`config.mk`:
```
export PLATFORM = sky130hd
export DESIGN_NAME = qte_ctrl
export DESIGN_NICKNAME = d
export VERILOG_FILES = /design/src/hw/rtl/qte_pkg.sv /design/src/hw/rtl/qte_ctrl.sv
export SDC_FILE = /design/constraint.sdc
export NUM_CORES = 1
export LEC_CHECK = 0
export BUFFER_PORTS_ARGS = -buffer_cell sky130_fd_sc_hd__buf_2
export CAP_MARGIN = 10
export CELL_PAD_IN_SITES_DETAIL_PLACEMENT = 1
export CELL_PAD_IN_SITES_GLOBAL_PLACEMENT = 1
export CORE_AREA = 10 10 62 64
export CTS_CLUSTER_SIZE = 24
export DETAILED_ROUTE_END_ITERATION = 12
export DIE_AREA = 0 0 72 74
export PLACE_DENSITY_LB_ADDON = 0.1
export SETUP_SLACK_MARGIN = 0.2
export SLEW_MARGIN = 15
export SYNTH_ARGS = -nofsm -noshare
export SYNTH_HDL_FRONTEND = slang
export SYNTH_SLANG_ARGS = --single-unit
```
`constraint.sdc`:
```
create_clock -name clk_i -period 2.58 [get_ports clk_i]
set_clock_uncertainty 0.05 [all_clocks]
set_input_delay 0.129 -clock clk_i [delete_from_list [all_inputs] [get_ports clk_i]]
set_output_delay 0.129 -clock clk_i [all_outputs]
set_load 0.01 [all_outputs]
```
`src/hw/rtl/qte_pkg.sv`:
```
// Shared types, constants and the CORDIC arctangent table for the quaternion-to-Euler block.
package qte_pkg;

  // CORDIC iteration count default, legal range 12 to 24
  localparam int CordicStepsDef = 16;

  // Widths
  localparam int CntW  = 5;   // holds up to 31 (sqrt steps, CORDIC steps <= 24)
  localparam int CompW = 32;  // clamped Q2.30 component
  localparam int AccW  = 64;  // product accumulators, Q.60
  localparam int ArgW  = 34;  // atan2 arguments after the >> 30
  localparam int SqW   = 61;  // square-root radicand and result register
  localparam int CxW   = 40;  // CORDIC x / y
  localparam int ZW    = 34;  // CORDIC angle, 2^-30 rad
  localparam int UPrW  = 48;  // |angle| * units-per-radian
  localparam int AngW  = 16;

  localparam int NumProd    = 10;
  localparam int SqrtSteps  = 31;
  localparam int UnitsPerRad = 10430;

  // Controller states
  typedef enum logic [3:0] {
    S_IDLE,
    S_MUL,
    S_PREP,
    S_SQ,
    S_RINIT,
    S_SQRT,
    S_CINIT,
    S_CSTEP,
    S_UMUL,
    S_USTORE,
    S_OUT
  } state_e;

  // Which angle the shared CORDIC is working on
  typedef enum logic [1:0] {
    SEL_ROLL,
    SEL_PITCH,
    SEL_YAW
  } angle_e;

  // Product sequence of the shared multiplier
  typedef enum logic [3:0] {
    P_WW, P_XX, P_YY, P_ZZ, P_YZ, P_WX, P_XY, P_WZ, P_XZ, P_WY
  } prod_e;

  // Commands from controller to datapath
  typedef struct packed {
    logic            load;
    logic            mul_en;
    prod_e           mul_idx;
    logic            prep;
    logic            sq;
    logic            sqrt_init;
    logic            sqrt_step;
    logic            cinit;
    logic            cstep;
    logic [CntW-1:0] step_idx;
    angle_e          sel;
    logic            umul;
    logic            ustore;
    logic            out_load;
  } cmd_t;

  // round(atan(2^-i) * 2^30)
  function automatic logic signed [ZW-1:0] atan_tab(input logic [CntW-1:0] i);
    logic signed [ZW-1:0] v;
    case (i)
      5'd0:    v = 34'sd843314857;
      5'd1:    v = 34'sd497837829;
      5'd2:    v = 34'sd263043837;
      5'd3:    v = 34'sd133525159;
      5'd4:    v = 34'sd67021687;
      5'd5:    v = 34'sd33543516;
      5'd6:    v = 34'sd16775851;
      5'd7:    v = 34'sd8388437;
      5'd8:    v = 34'sd4194283;
      5'd9:    v = 34'sd2097149;
      5'd10:   v = 34'sd1048576;
      5'd11:   v = 34'sd524288;
      5'd12:   v = 34'sd262144;
      5'd13:   v = 34'sd131072;
      5'd14:   v = 34'sd65536;
      5'd15:   v = 34'sd32768;
      5'd16:   v = 34'sd16384;
      5'd17:   v = 34'sd8192;
      5'd18:   v = 34'sd4096;
      5'd19:   v = 34'sd2048;
      5'd20:   v = 34'sd1024;
      5'd21:   v = 34'sd512;
      5'd22:   v = 34'sd256;
      5'd23:   v = 34'sd128;
      default: v = '0;
    endcase
    return v;
  endfunction

endpackage

```
`src/hw/rtl/qte_ctrl.sv`:
```
// Sequencing state machine for the quaternion-to-Euler block.
module qte_ctrl import qte_pkg::*; #(
  parameter int CordicSteps = CordicStepsDef
) (
  input  logic clk_i,
  input  logic rst_ni,
  input  logic in_valid_i,
  input  logic in_kind_i,
  output logic in_stall_o,
  input  logic out_stall_i,
  output logic out_valid_o,
  output cmd_t cmd_o
);

  state_e          state_q, state_d;
  logic [CntW-1:0] cnt_q, cnt_d;
  angle_e          sel_q, sel_d;
  logic            out_valid_q, out_valid_d;

  // State registers
  always_ff @(posedge clk_i or negedge rst_ni) begin
    if (!rst_ni) begin
      state_q     <= S_IDLE;
      cnt_q       <= '0;
      sel_q       <= SEL_ROLL;
      out_valid_q <= 1'b0;
    end else begin
      state_q     <= state_d;
      cnt_q       <= cnt_d;
      sel_q       <= sel_d;
      out_valid_q <= out_valid_d;
    end
  end

  // Next state and commands
  always_comb begin
    state_d     = state_q;
    cnt_d       = cnt_q;
    sel_d       = sel_q;
    out_valid_d = out_valid_q && out_stall_i;
    cmd_o       = '0;
    cmd_o.sel   = sel_q;
    in_stall_o  = (state_q != S_IDLE);
    case (state_q)
      S_IDLE: begin
        if (in_valid_i) begin
          cmd_o.load = 1'b1;
          cnt_d      = '0;
          state_d    = in_kind_i ? S_OUT : S_MUL;
        end
      end
      S_MUL: begin
        // one product per cycle; each product is registered and then accumulated
        if (cnt_q < CntW'(NumProd)) begin
          cmd_o.mul_en  = 1'b1;
          cmd_o.mul_idx = prod_e'(cnt_q[3:0]);
        end
        cnt_d = cnt_q + 1'b1;
        if (cnt_q == CntW'(NumProd)) begin
          state_d = S_PREP;
        end
      end
      S_PREP: begin
        cmd_o.prep = 1'b1;
        state_d    = S_SQ;
      end
      S_SQ: begin
        cmd_o.sq = 1'b1;
        state_d  = S_RINIT;
      end
      S_RINIT: begin
        cmd_o.sqrt_init = 1'b1;
        cnt_d           = '0;
        state_d         = S_SQRT;
      end
      S_SQRT: begin
        cmd_o.sqrt_step = 1'b1;
        cnt_d           = cnt_q + 1'b1;
        if (cnt_q == CntW'(SqrtSteps - 1)) begin
          sel_d   = SEL_ROLL;
          state_d = S_CINIT;
        end
      end
      S_CINIT: begin
        cmd_o.cinit = 1'b1;
        cnt_d       = '0;
        state_d     = S_CSTEP;
      end
      S_CSTEP: begin
        cmd_o.cstep    = 1'b1;
        cmd_o.step_idx = cnt_q;
        cnt_d          = cnt_q + 1'b1;
        if (cnt_q == CntW'(CordicSteps - 1)) begin
          state_d = S_UMUL;
        end
      end
      S_UMUL: begin
        cmd_o.umul = 1'b1;
        state_d    = S_USTORE;
      end
      S_USTORE: begin
        cmd_o.ustore = 1'b1;
        case (sel_q)
          SEL_ROLL:  sel_d = SEL_PITCH;
          SEL_PITCH: sel_d = SEL_YAW;
          default:   sel_d = SEL_ROLL;
        endcase
        state_d = (sel_q == SEL_YAW) ? S_OUT : S_CINIT;
      end
      S_OUT: begin
        // load the output register once it is free
        if (!out_valid_q || !out_stall_i) begin
          cmd_o.out_load = 1'b1;
          out_valid_d    = 1'b1;
          state_d        = S_IDLE;
        end
      end
      default: begin
        state_d = S_IDLE;
      end
    endcase
  end

  assign out_valid_o = out_valid_q;

endmodule

```
# Word-level counts from Yosys, hierarchy flattened
# Index checks and enable logic that the tools add are counted.
# word_totals
reg_bits,12
word_cells,69
# classes
muxes,29
addsub,1
n_reduce_logical,14
n_eq_ne,20
n_lt_le_gt_ge,1
# op_table
op,count
4-bit case mux with 11 select lines,1
4-bit 2-to-1 mux,7
4-bit by 3-bit equality test with 1-bit output (second input constant),4
5-bit 2-to-1 mux,3
5-bit case mux with 3 select lines,1
1-bit 2-to-1 mux,13
4-bit equality test (second input constant),3
5-bit by 4-bit equality test with 1-bit output (second input constant),2
2-bit != test (second input constant),5
4-bit by 2-bit equality test with 1-bit output (second input constant),2
2-bit case mux with 2 select lines,2
6-bit 2-to-1 mux,1
5-bit by 1-bit adder with 5-bit output (second input constant),1
5-bit equality test (second input constant),1
5-bit by 4-bit < comparator with 1-bit output (second input constant),1
5-bit AND reduction,1
4-bit by 1-bit equality test with 1-bit output (second input constant),1
4-bit logical NOT,1
2-bit AND reduction,2
4-bit nonzero test,1
3-bit nonzero test,1
3-bit OR reduction,1
2-bit by 1-bit equality test with 1-bit output (second input constant),1
2-bit equality test (second input constant),1
other kinds (7),8

# Longest topological paths before layout
# Gate-level depths: netlist of run 1.
# logic_depth
word_depth,4
ltp_mapped,6

# Worst setup path before layout of run 1
# Ideal clock, no wire load.
# synth_path
path_kind,reg-to-reg
start,register cnt_q[1]
end,register state_q[1]
arrival_time_ps,1624
required_time_ps,2402
slack_ps,778
path_stages_with_launch,7
synth_period_minus_slack_ps,1802
path_cell_list,dfrtp_1 -> ha_1 -> and3_1 -> ha_1 -> nor3_1 -> nor4_2 -> mux2_1
# synth_via
elab_chain_len,3
elab_cells_between_ends,7
cone_classes,eq/ne: 6; reduce/logical: 1
# synth_rtl
element,line,source
from (decl),qte_ctrl.sv:16,"logic [CntW-1:0] cnt_q, cnt_d;"
from (signal assigned),qte_ctrl.sv:29,cnt_q <= cnt_d;
5-bit by 4-bit equality test with 1-bit output (tied with other cells),qte_ctrl.sv:93,if (cnt_q == CntW'(CordicSteps - 1)) begin
2-bit != test (no source line),--,
5-bit AND reduction (no source line) *,--,
to (signal assigned),qte_ctrl.sv:28,state_q <= state_d;
to (decl),qte_ctrl.sv:15,"state_e state_q, state_d;"
# Every way passes the cells marked *; elsewhere a longest branch is shown, timed or not.
# A chain may end at the register's enable or synchronous reset.

==> results.md, run 1 <==
* H-tree Lvls at 1
* Post-CTS Setup Inserts at 0
* Pleak at 0.568 nW
* HP Class: input port to flip-flop
* Resize count post-CTS at 0
* Nets at 146
* Most common cell in the netlist: dfrtp_1
* Area contributors post-synth: dfrtp_1 33%, nor3_1 6.1%, ha_1 4.1%, nand2b_1 4.1%, nor2_1 4.1%
* Detailed-route wire length per cell at 16.7 µm
* Most frequent cells after synthesis: 12 x dfrtp_1, 11 x nor3_1, 10 x nor2_1
* Worst hold slack at 0.0407 ns
* Library cells used by synthesis at 38
* Tightest Pin Transition at 0.611 ns
* Final worst slack at 0.423 ns
* Chip width at 72 µm
* Pre-Repair DR Iteration Count at 4
* Avg Vias per Cell at 5.47
* Total Wirelength at 2.81 mm
* Peak VDD IR at 0.516 mV
* # hold bufs at CTS at 1
* DP Worst Slack at 0.468 ns
* Total CTS buffers at 3
* Max Clock Freq at 464 MHz
* Avg Cell Area, Syn at 8.31 µm²
* CP Launch Point: state_q[1]
* Vias in the first global route at 968
* Initial antenna violation count at 0
* Area grow syn2layout at 22.9%
* Synth Instances at 109
* WL met2 at 1.15 mm
* DP Wirelength at 2.16 mm
* Placed standard-cell area at 1070 µm²
* Reg clk slew, reported paths at 0.09 ns
* Chip height at 74 µm
* Worst setup SP type: flip-flop
* Crit. End Element: output pin
* WL met3 at 184 µm
* Core Region at 2660 µm²
* Post-Syn Nets at 117
* FF-to-FF setup slack at 0.47 ns
* Max Slew Vio Count at 0
* Starting Density at 0.340
* FFs w/ async S/R, synth at 1.00
* Starting DRT DRC Count at 44
* Yosys top cell area share at 0.331
* Worst Hold Depth at 3
* Synth Cell Area at 906 µm²
* CTS tree: done
* Io pins at 29
* Hold wc startpoint: out_stall_i
* N_diodes at 0
* #FFs+latches synth at 12
* WS Path Type: flip-flop to output pin
* Endpoints failing setup at 0
* Tcrit/Tclk final at 0.836
* Post-route cell area at 1110 µm²
* Synth Warn # at 0
* Largest net degree at the start of global routing at 17
* Finished Core Util at 0.418
* FILL cells at 353
* Global route total overflow at 0
* Final Hold Vio Count at 0
* Reg2reg start: state_q[3]
* Clock buffer depth at 2
* Max Cap Violations at 0
* Slew headroom at 0.591
* Row cnt at 19
* Highest metal used: met4
* Post-layout min period at 2.16 ns
* PD cells at 1130 nW/µm²
* Post-synthesis sequential area ratio at 0.331
* Setup TNS at 0 ns
* Layout cells sized above 1 at 0.277
* M1 WL at 1.41 mm
* Clk_lat worst skew at 0.29 ns
* Detail Route Antenna Nets at 0
* Status: finished, final reports clean
* First-pass GRT wire length at 4.82 mm
* IO Port Bufs at 28
* RSZ-0062 raised after global routing: false
* Dominant synthesized flop cell: dfrtp_1
* Hold EP: out_valid_o
* Data required time of the critical path at 2.40 ns
* Top cell type by total area after synthesis: dfrtp_1
* Crit Path Max Fanout at 15
* Via count at 919
* CTS sink cnt at 12
* Number of flops mapped to enable cells by yosys at 0
* Worst r2r path cells at 4
* Arr. time, crit path at 1.98 ns
* Placer Congestion at 0.846
* GRT Total Usage at 0.112
* Total die area at 5330 µm²
* DRC at 0
* Clock root buffer: clkbuf_4
* Worst r2r dst: state_q[2]
cells in the final DEF (no fill, tap or decap), types with 2 or more instances in the layout:
| cell type | instances |
|---|---|
| a21o_1 | 3 |
| a21oi_1 | 3 |
| a22o_1 | 2 |
| and2_1 | 4 |
| and3_1 | 3 |
| buf_2 | 28 |
| clkbuf_4 | 3 |
| dfrtp_1 | 12 |
| ha_1 | 3 |
| inv_1 | 4 |
| mux2_1 | 3 |
| nand2_1 | 8 |
| nand2b_1 | 6 |
| nor2_1 | 10 |
| nor3_1 | 11 |
| nor3b_1 | 2 |
| nor4_1 | 2 |
| o21ai_1 | 4 |
| o21bai_1 | 2 |
| o22ai_1 | 3 |
kinds of logic after synthesis:
logic type / Yosys count / share of synthesized area
AND/OR/NAND/NOR: 54 / 0.332
AO/OA/AOI/OAI: 26 / 0.210
flip-flops: 12 / 0.331
buffers and inverters: 11 / 0.0483
multiplexers: 3 / 0.0373
adder cells (fa/ha/maj): 3 / 0.0414
flip-flops by register name, indices dropped and copies added (netlist names):
name	flops
state_q	4
out_valid_o	1
sel_q	2
cnt_q	5
metrics by stage:
step | instances | total power [mW]
2_1_floorplan | 109 | 0.876
3_3_place_gp | 163 | 1.08
3_5_place_dp | 163 | 1.10
4_1_cts | 168 | 1.27
5_1_grt | 168 | 1.38
6_report | 168 | 1.26
worst max path at each step:
stage            endpoint  slack, ns  cells past startpoint
2_1_floorplan  state_q[1]       0.78                      6
3_3_place_gp   state_q[2]       0.59                      4
3_5_place_dp   state_q[2]       0.47                      4
4_1_cts         cmd_o[17]       0.38                      4
5_1_grt         cmd_o[17]       0.26                      4
6_report        cmd_o[19]       0.42                      4
worst max-delay path, stage by stage, from the launching register on:
cell     delay, ns
dfrtp_1       0.54
or4b_4        0.63
nor3_1        0.23
and2_1        0.16
buf_2         0.12
report_power, final:
part | internal (mW) | switching [mW] | total (mW)
sequential | 0.256 | 0.145 | 0.401
clock | 0.0860 | 0.0745 | 0.161
combinational | 0.307 | 0.391 | 0.699
total | 0.649 | 0.611 | 1.26
routing by layer:
layer  vias to the layer above  track usage
li1                        453            -
met1                       437        0.146
met2                        24        0.164
met3                         5       0.0332
met4                         0       0.0581
met5                         -            0
layout make-up:
type	instances	area, µm²	share of cell area
clock buffers	4	36.3	0.0326
inverters	5	18.8	0.0169
multi-input cells	86	562	0.504
flip-flops and latches	12	300	0.270
well taps	31	38.8	0.0348
repair buffers	30	158	0.142
No activity file was read; power rests on OpenSTA's default activity.
==> inputs of run 2 (changes only) <==
--- a/config.mk
+++ b/config.mk
@@ -5,14 +5,15 @@
 export SDC_FILE = /design/constraint.sdc
 export NUM_CORES = 1
 export LEC_CHECK = 0
+export ABC_AREA = 1
 export BUFFER_PORTS_ARGS = -buffer_cell sky130_fd_sc_hd__buf_2
 export CAP_MARGIN = 10
 export CELL_PAD_IN_SITES_DETAIL_PLACEMENT = 1
 export CELL_PAD_IN_SITES_GLOBAL_PLACEMENT = 1
-export CORE_AREA = 10 10 62 64
+export CORE_AREA = 10 10 64 66
 export CTS_CLUSTER_SIZE = 24
 export DETAILED_ROUTE_END_ITERATION = 12
-export DIE_AREA = 0 0 72 74
+export DIE_AREA = 0 0 74 76
 export PLACE_DENSITY_LB_ADDON = 0.1
 export SETUP_SLACK_MARGIN = 0.2
 export SLEW_MARGIN = 15
==> constraint.sdc (replaced) <==
create_clock -name clk_i -period 2.1 [get_ports clk_i]
set_clock_uncertainty 0.05 [all_clocks]
set_input_delay 0.105 -clock clk_i [delete_from_list [all_inputs] [get_ports clk_i]]
set_output_delay 0.105 -clock clk_i [all_outputs]
set_load 0.01 [all_outputs]
==> results.md, run 2 <==
* HP Class: input port to asynchronous set/reset pin
* Commonest non-fill, non-tap cells in the layout: 33 x nand2_1, 28 x buf_2, 24 x inv_1, 24 x nor2_1, 13 x nand3_1
* Most common cell in the netlist: nand2_1
* Avg Cell Area, Syn at 6.49 µm²
* Detailed-route wire length per cell at 14.4 µm
* CTS sink cnt at 12
* Max Slew Vio Count at 0
* Starting DRT DRC Count at 20
* Clock buffer depth at 2
* H-tree Lvls at 1
* Crit Path Max Fanout at 5
* Synth Cell Area at 935 µm²
* Detail Route Antenna Nets at 0
* Initial antenna violation count at 0
* Layout cells sized above 1 at 0.309
* Synth Warn # at 0
* Avg Vias per Cell at 4.84
* Post-CTS Setup Inserts at 0
* PD cells at 378 nW/µm²
* Top cell type by total area after synthesis: dfrtp_1
* Placed standard-cell area at 1120 µm²
* Final Hold Vio Count at 0
* Number of flops mapped to enable cells by yosys at 0
* Nets at 187
* Library cells used by synthesis at 15
* Reg with most FFs: cnt_q
* Status: finished, final reports clean
* Via count at 1022
* Worst setup SP type: flip-flop
* #FFs+latches synth at 12
* Data required time of the critical path at 1.95 ns
* CTS tree: done
* Total die area at 5620 µm²
* Max Cap Violations at 0
* Largest regs: cnt_q (5), state_q (4), sel_q (2)
* Max Clock Freq at 564 MHz
* Most frequent cells after synthesis: 34 x nand2_1, 25 x nor2_1, 24 x inv_1
* Synth Instances at 144
* Pre-Repair DR Iteration Count at 3
* Clock root buffer: clkbuf_4
* Placer Congestion at 0.809
* Vias in the first global route at 1135
* Commonest non-fill, non-tap cell in the layout: nand2_1
* GRT Total Usage at 0.113
* N_diodes at 0
* Arr. time, crit path at 1.62 ns
* Post-Syn Nets at 152
* Row cnt at 20
* Dominant synthesized flop cell: dfrtp_1
* Post-layout min period at 1.77 ns
* Total Wirelength at 3.04 mm
* Crit. End Element: output pin
* Core Region at 2930 µm²
* Pleak at 0.697 nW
* Tightest Pin Transition at 0.308 ns
* Yosys top cell area share at 0.321
* FFs w/ async S/R, synth at 1.00
* Largest net degree at the start of global routing at 13
* IO Port Bufs at 28
* Number of flip-flops in the largest register at 5
* Setup TNS at 0 ns
* Chip height at 76 µm
* Endpoints failing setup at 0
* Global route total overflow at 0
* Peak VDD IR at 0.191 mV
* DRC at 0
* Slew headroom at 0.795
* Post-synthesis sequential area ratio at 0.321
* Clk_lat worst skew at 0.29 ns
* DP Wirelength at 2.55 mm
* First-pass GRT wire length at 5.14 mm
* Area grow syn2layout at 26.1%
* RSZ-0062 raised after global routing: false
* Post-route cell area at 1180 µm²
* Tcrit/Tclk final at 0.844
* WS Path Type: flip-flop to output pin
* Area contributors post-synth: dfrtp_1 32%, nand2_1 14%, nor2_1 10%, inv_1 9.6%, nand3_1 7.0%
* Reg clk slew, reported paths at 0.09 ns
* Finished Core Util at 0.403
* Total CTS buffers at 3
* Io pins at 29
* Chip width at 74 µm
* Starting Density at 0.319
## run 2: cell count changes after synthesis, sizes merged, moves of 4 or more
cell | previous run | this run
nand2b | 6 | 0
nand2 | 8 | 38
nor2 | 10 | 35
clkbuf | 4 | 0
and2 | 4 | 0
inv | 5 | 27
nor3 | 11 | 0
nand3 | 0 | 13
o21ai | 4 | 13
## run 2: report_power, final
part / switching, mW / internal [mW]
clock network: 0.0963 / 0.106
logic: 0.00768 / 0.00537
registers: 0.0000000000000000398 / 0.231
## run 2: repair_timing
action | in CTS | in global routing
gates resized for setup | 0 | 3
hold buffers | 2 | 0
endpoints found under the setup margin | 0 | 8
hold endpoints to repair | 13 | 0
## run 2: critical path, stage by stage, from the launching register on
cell and delay (ns):
dfrtp_1 0.46, nor2_2 0.23, nand2_2 0.15, nor2_2 0.18, inv_2 0.07, nor2_1 0.09
buf_2 0.14
## run 2: logic make-up after synthesis
family	after synthesis	synth area share
compound gates	15	0.0991
fa+ha+maj	3	0.0402
buf+inv	27	0.108
simple gates	86	0.422
xor+xnor	1	0.00937
flops	12	0.321
## run 2: final timing paths
check                            startpoint  cells past startpoint  slack, ns           to
worst max-delay path             state_q[2]                      6       0.33    cmd_o[18]
worst min-delay path                 rst_ni                      2       0.17     cnt_q[3]
worst max register to register     cnt_q[0]                      9       0.50   state_q[2]
worst min register to register  out_valid_o                      2       0.46  out_valid_o
max in group asynchronous            rst_ni                      2       1.58   state_q[0]
min in group clk_i                in_kind_i                      5       0.17   state_q[3]
## run 2: metal layers
layer,part of all wire,global-route usage,vias to the layer above
met5,0,0,-
li1,-,-,512
met3,0.065,0.0391,9
met4,0.031,0.0578,0
met2,0.52,0.201,21
met1,0.38,0.108,480
## run 2: final cells by class
cell class | instances | area, µm²
multi-input combinational | 105 | 538
clock buffer | 4 | 36.3
sequential | 12 | 302
tap | 33 | 41.3
fill | 394 | 1750
inverter | 27 | 101
timing repair buffer | 30 | 160
## run 2: stage by stage
stage | hold slack (ns) | power, mW | instances | setup WS, ns
after detailed placement | -0.0408 | 0.246 | 205 | 0.499
final | 0.166 | 0.446 | 211 | 0.327
after CTS | 0.158 | 0.453 | 211 | 0.228
after global routing | 0.178 | 0.471 | 211 | 0.214
after floorplan | -0.241 | 0.237 | 144 | 0.688
after global placement | -0.0387 | 0.246 | 205 | 0.541
